$ cat config.mk
export PLATFORM = sky130hd
export DESIGN_NAME = spat_front
export DESIGN_NICKNAME = d
export VERILOG_FILES = /design/src/design/spat_pkg.sv /design/src/design/spat_front.sv
export VERILOG_INCLUDE_DIRS = /design/src /design/src/design
export SDC_FILE = /design/constraint.sdc
export NUM_CORES = 1
export LEC_CHECK = 0
export ABC_AREA = 1
export BUFFER_PORTS_ARGS = -buffer_cell sky130_fd_sc_hd__buf_2
export CORE_MARGIN = 10
export CORE_UTILIZATION = 56
export CTS_CLUSTER_DIAMETER = 50
export DETAILED_ROUTE_END_ITERATION = 10
export GPL_TIMING_DRIVEN = 0
export PLACE_DENSITY_LB_ADDON = 0.25
export SETUP_SLACK_MARGIN = 0.02
export SLEW_MARGIN = 20
export SYNTH_ARGS = -nofsm -noshare
export SYNTH_HDL_FRONTEND = slang
export SYNTH_SLANG_ARGS = --single-unit
$ cat constraint.sdc
create_clock -name i_clk -period 12.5 [get_ports i_clk]
set_clock_uncertainty 0.1 [all_clocks]
set_input_delay 0.625 -clock i_clk [delete_from_list [all_inputs] [get_ports i_clk]]
set_output_delay 0.625 -clock i_clk [all_outputs]
set_load 0.01 [all_outputs]
$ cat src/design/assert_macros.svh
// Assertion helpers shared by the design files.
// Each macro expands to a labeled concurrent assertion for simulation
// and to nothing for synthesis.
`ifndef ASSERT_MACROS_SVH
`define ASSERT_MACROS_SVH

`ifndef SYNTHESIS

// Expression must hold on every clock edge out of reset
`define ASSERT_ALWAYS(lbl, clk, rst_n, expr) \
    lbl: assert property (@(posedge clk) disable iff (!rst_n) (expr)) \
        else $error("assertion failed: lbl");

// Antecedent implies consequent in the same cycle
`define ASSERT_IMPLY(lbl, clk, rst_n, ante, cons) \
    lbl: assert property (@(posedge clk) disable iff (!rst_n) (ante) |-> (cons)) \
        else $error("assertion failed: lbl");

// Antecedent implies consequent in the following cycle
`define ASSERT_NEXT(lbl, clk, rst_n, ante, cons) \
    lbl: assert property (@(posedge clk) disable iff (!rst_n) (ante) |=> (cons)) \
        else $error("assertion failed: lbl");

`else

`define ASSERT_ALWAYS(lbl, clk, rst_n, expr)
`define ASSERT_IMPLY(lbl, clk, rst_n, ante, cons)
`define ASSERT_NEXT(lbl, clk, rst_n, ante, cons)

`endif

`endif

$ cat src/design/spat_pkg.sv
package spat_pkg;

    // Opcodes of the input transaction
    localparam logic [2:0] OP_LOAD_GLOBAL    = 3'd0;
    localparam logic [2:0] OP_LOAD_LOCAL     = 3'd1;
    localparam logic [2:0] OP_LOAD_DIRECTORY = 3'd2;
    localparam logic [2:0] OP_LOAD_PAGE      = 3'd3;
    localparam logic [2:0] OP_TRANSLATE      = 3'd4;

    // Selector layout
    localparam int SEL_TI_BIT  = 2;
    localparam int SEL_IDX_LO  = 3;
    localparam int SEL_IDX_W   = 13;
    // Wide enough for any selector index and any descriptor count
    localparam int SEL_CMP_W   = SEL_IDX_W + 1;

    // Descriptor layout
    localparam int DESC_P_BIT  = 32 + 15;

    // Paging: one directory and one page table of fixed size
    localparam int PT_ENTRIES  = 1024;
    localparam int PT_AW       = $clog2(PT_ENTRIES);
    localparam int PT_CW       = $clog2(PT_ENTRIES + 1);
    localparam int OFF_W       = 12;

    typedef struct packed {
        logic [2:0]  opcode;
        logic [63:0] entry_value;
        logic [31:0] seg_offset;
        logic [15:0] segment_selector;
    } t_in_item;

    typedef struct packed {
        logic        fault;
        logic [31:0] phys_addr;
    } t_out_item;

    // Decoded command kinds passed from front to back
    typedef enum logic [2:0] {
        CK_LOAD_GLOBAL,
        CK_LOAD_LOCAL,
        CK_LOAD_DIRECTORY,
        CK_LOAD_PAGE,
        CK_TRANSLATE
    } t_cmd_kind;

    typedef struct packed {
        t_cmd_kind              kind;
        logic [63:0]            value;
        logic [31:0]            laddr;
        logic                   is_local;
        logic [SEL_IDX_W-1:0]   idx;
        logic                   null_fault;
    } t_cmd;

endpackage

$ cat src/design/spat_front.sv
`include "assert_macros.svh"

module spat_front (
    input  logic               i_clk,
    input  logic               i_rst_n,
    input  logic               i_push,
    output logic               o_full,
    input  spat_pkg::t_in_item i_item,
    output spat_pkg::t_cmd     o_cmd,
    output logic               o_cmd_valid,
    input  logic               i_cmd_pop
);
    import spat_pkg::*;

    // Two-entry command queue
    t_cmd       r_mem [2];
    logic       r_wptr, n_wptr;
    logic       r_rptr, n_rptr;
    logic [1:0] r_count, n_count;

    t_cmd       cmd;
    logic       cmd_ok;
    logic       enq;
    logic       deq;

    // Classify the incoming transaction
    always_comb begin
        cmd            = '0;
        cmd_ok         = 1'b1;
        cmd.value      = i_item.entry_value;
        cmd.laddr      = i_item.seg_offset;
        cmd.is_local   = i_item.segment_selector[SEL_TI_BIT];
        cmd.idx        = i_item.segment_selector[SEL_IDX_LO +: SEL_IDX_W];
        cmd.null_fault = !cmd.is_local && (cmd.idx == '0);
        unique case (i_item.opcode)
            OP_LOAD_GLOBAL:    cmd.kind = CK_LOAD_GLOBAL;
            OP_LOAD_LOCAL:     cmd.kind = CK_LOAD_LOCAL;
            OP_LOAD_DIRECTORY: cmd.kind = CK_LOAD_DIRECTORY;
            OP_LOAD_PAGE:      cmd.kind = CK_LOAD_PAGE;
            OP_TRANSLATE:      cmd.kind = CK_TRANSLATE;
            default: begin
                // unused opcodes are taken and dropped
                cmd.kind = CK_TRANSLATE;
                cmd_ok   = 1'b0;
            end
        endcase
    end

    assign o_full      = (r_count == 2'd2);
    assign enq         = i_push && !o_full && cmd_ok;
    assign deq         = i_cmd_pop && (r_count != 2'd0);
    assign o_cmd_valid = (r_count != 2'd0);
    assign o_cmd       = r_mem[r_rptr];

    // Pointer and occupancy update
    always_comb begin
        n_wptr  = r_wptr ^ enq;
        n_rptr  = r_rptr ^ deq;
        n_count = r_count + {1'b0, enq} - {1'b0, deq};
    end

    always_ff @(posedge i_clk) begin
        if (!i_rst_n) begin
            r_wptr  <= 1'b0;
            r_rptr  <= 1'b0;
            r_count <= 2'd0;
        end else begin
            r_wptr  <= n_wptr;
            r_rptr  <= n_rptr;
            r_count <= n_count;
        end
    end

    // Queue storage
    always_ff @(posedge i_clk) begin
        if (enq) begin
            r_mem[r_wptr] <= cmd;
        end
    end

    `ASSERT_ALWAYS(a_count_max, i_clk, i_rst_n, r_count <= 2'd2)
    `ASSERT_NEXT(a_full_holds, i_clk, i_rst_n, (r_count == 2'd2) && !i_cmd_pop, r_count == 2'd2)
    `ASSERT_NEXT(a_empty_holds, i_clk, i_rst_n, (r_count == 2'd0) && !i_push, r_count == 2'd0)

endmodule

==> flow_metrics.tcl <==
set metrics [dict create \
    status "finished clean" \
    grt_use_total_pct 16.1 \
    critPathArrivalTime_ps 2580 \
    ioPinCount 235 \
    worstSetupEndpointType "register" \
    max_freq_mhz 398 \
    ctsRootBufferMaster "clkbuf_16" \
    met2_length_mm 8.91 \
    path_clk_slew_ps 60 \
    cap_violations 0 \
    fin_crit_ps 2510 \
    rsz0062_at_grt "false" \
    tns_ps 0 \
    dp.cells 864 \
    die-height_um 146 \
    critical_path_class "reg2reg" \
    worst-r2r-setup-slack_ps 9990 \
    syn_avg_cell_area_um2 21.2 \
    cts_sinks 233 \
    dieArea_um2 21200 \
    yosysUniqueCellTypes 17 \
    min_from "i_item[58]" \
    cts_hold_buffers 0 \
    r2r_start "r_count[1]" \
    rows 45 \
    ys_ff_latch 233 \
    dr.pass1.iters 6 \
    synth_top_area_share_pct 77.5 \
    grt_max_degree 52 \
    routedWlPerCell_um 19.5 \
    die_w_um 146 \
    grt_pass1_wl_mm 27.3 \
    antenna_found_initial 2 \
    core_region_area_um2 15300 \
    syn_to_final_growth_pct 27.0 \
    startpoint "r_count[1]" \
    grt_pass1_vias 4915 \
    stdcell_count 911 \
    finalCritPeriodShare_pct 20.1 \
    wl_met1_mm 7.06 \
    yosys-top-cells-area "edfxtp_1, mux2_4, mux2_2, dfxtp_1, buf_6" \
    gp_congestion 0.782 \
    design_area_um2 11200 \
    placed_cell_area_um2 10400 \
    post_cts_buffers 0 \
    num_vias 4550 \
    total_leakage_power_nw 4.37 \
    cts_resized 0 \
    synth_top_cell_by_area "edfxtp_1" \
    gr-total-overflow 0 \
    cts_tree "built" \
    yosysWarningCount 0 \
    start_kind "register" \
    crit_required_ps 12570 \
    synth_cells 417 \
    ant_nets 0 \
    synth_nets 540 \
    min-delay-path-class "in2reg" \
    initial_core_util_pct 57.7 \
    clock_path_buffers 3 \
    layout.nets 803 \
    drtIter0Drc 165 \
    htree_levels 1 \
    finalSetupViolCount 0 \
    post-route-drc-count 0 \
    portBuffers 232 \
    syn_area_um2 8840 \
    insertion_delay_ps 490 \
    via_per_inst 4.99 \
    path_max_fanout 51 \
    final_max_slew_viol_count 0 \
    slew_headroom_pct 59.9 \
    routed-wl-met3_mm 1.46 \
    dp_hpwl_mm 12.8 \
    yosysSeqAreaShare_pct 78.6 \
    dr.max_layer_used "met4" \
    cts_buffers 25 \
    place_ws_ps 9600 \
    finalHoldViolCount 0 \
    ir_worst_vdd_mv 0.138 \
    tightestPinTransition_ps 596 \
    layout-drive-gt1-share_pct 57.3 \
    drt-total-wl_mm 17.8 \
    setup_slack_ps 9990 \
    pwr_density_cell_nw_per_um2 196 \
]
-- sequential cells by signal, indices dropped and copies added, names as in the netlist, named ones only --
register / cells
r_count: 2
r_mem: 228
r_rptr: 1
r_wptr: 1
-- metrics by stage --
stage                     hold WS [ps]  utilization [%]  power (mW)
after floorplan                    367                -        1.31
after global placement             390             67.0        1.49
after detailed placement           407             67.9        1.50
after CTS                          192             73.2        2.23
after global routing               199             73.2        2.30
final                              217             73.3        2.20
-- cell families (layout without fill, tap and decap cells) --
family	after synthesis	after routing	synth area share [%]
adders and majority gates	4	4	0.566
other	0	2	0
DFF	233	233	78.6
muxes	114	114	17.1
buffers and inverters	31	312	2.11
and+or+nand+nor	33	33	1.49
AOI/OAI and AO/OA	2	2	0.142
-- cells in the final DEF (no fill, tap or decap), types with 5 or more instances in the layout --
| cell | count |
|---|---|
| clkinv_1 | 5 |
| edfxtp_1 | 228 |
| mux2_4 | 60 |
| dfxtp_1 | 5 |
| buf_2 | 237 |
| nor2_1 | 18 |
| mux2_2 | 54 |
| nand2_1 | 10 |
| clkbuf_16 | 25 |
| clkbuf_1 | 6 |
| buf_6 | 7 |
| inv_1 | 17 |
-- synth_stat cells --
cell,n
edfxtp_1,228
mux2_4,60
mux2_2,54
nor2_1,18
inv_1,17
nand2_1,10
buf_6,7
buf_2,5
dfxtp_1,5
ha_1,4
nand3_1,3
a21oi_1,1
and2_1,1
buf_8,1
clkbuf_1,1
nor3_1,1
o21a_1,1
-- per-layer routing --
layer	up-vias	global-route usage (%)
met5	-	0
met4	0	3.69
met3	26	5.81
met2	171	27.7
met1	2214	18.7
li1	2139	-
-- report_power, final --
group	switching, mW	leakage (nW)	total [mW]	internal, mW
clock network	0.273	0.394	0.722	0.448
logic	0.257	1.84	0.508	0.251
registers	0.0206	2.14	0.973	0.953
total	0.551	4.37	2.20	1.65
-- path summary, 6_finish.rpt --
kind,cells after the start,end
max,6,r_mem[1][60]
min,1,r_mem[0][57]
max reg2reg,6,r_mem[1][60]
min reg2reg,2,r_rptr
-- worst max-delay path, cell delays in order, from the launching register on --
cell     delay [ps]
dfxtp_1         320
inv_1           110
nor2_1           80
nor3_1          510
ha_4            430
buf_16          290
buf_16          280
-- area by class of cell --
cell class | count | area [um2]
flip-flops and latches | 233 | 6950
multi-input cells | 153 | 1730
diodes | 2 | 5.00
fillers | 950 | 4100
clock buffers | 30 | 644
plain buffers | 14 | 123
well taps | 211 | 264
inverters | 17 | 63.8
repair buffers | 236 | 1270
clock inverters | 15 | 174
Power figures use the tool's default switching activity.
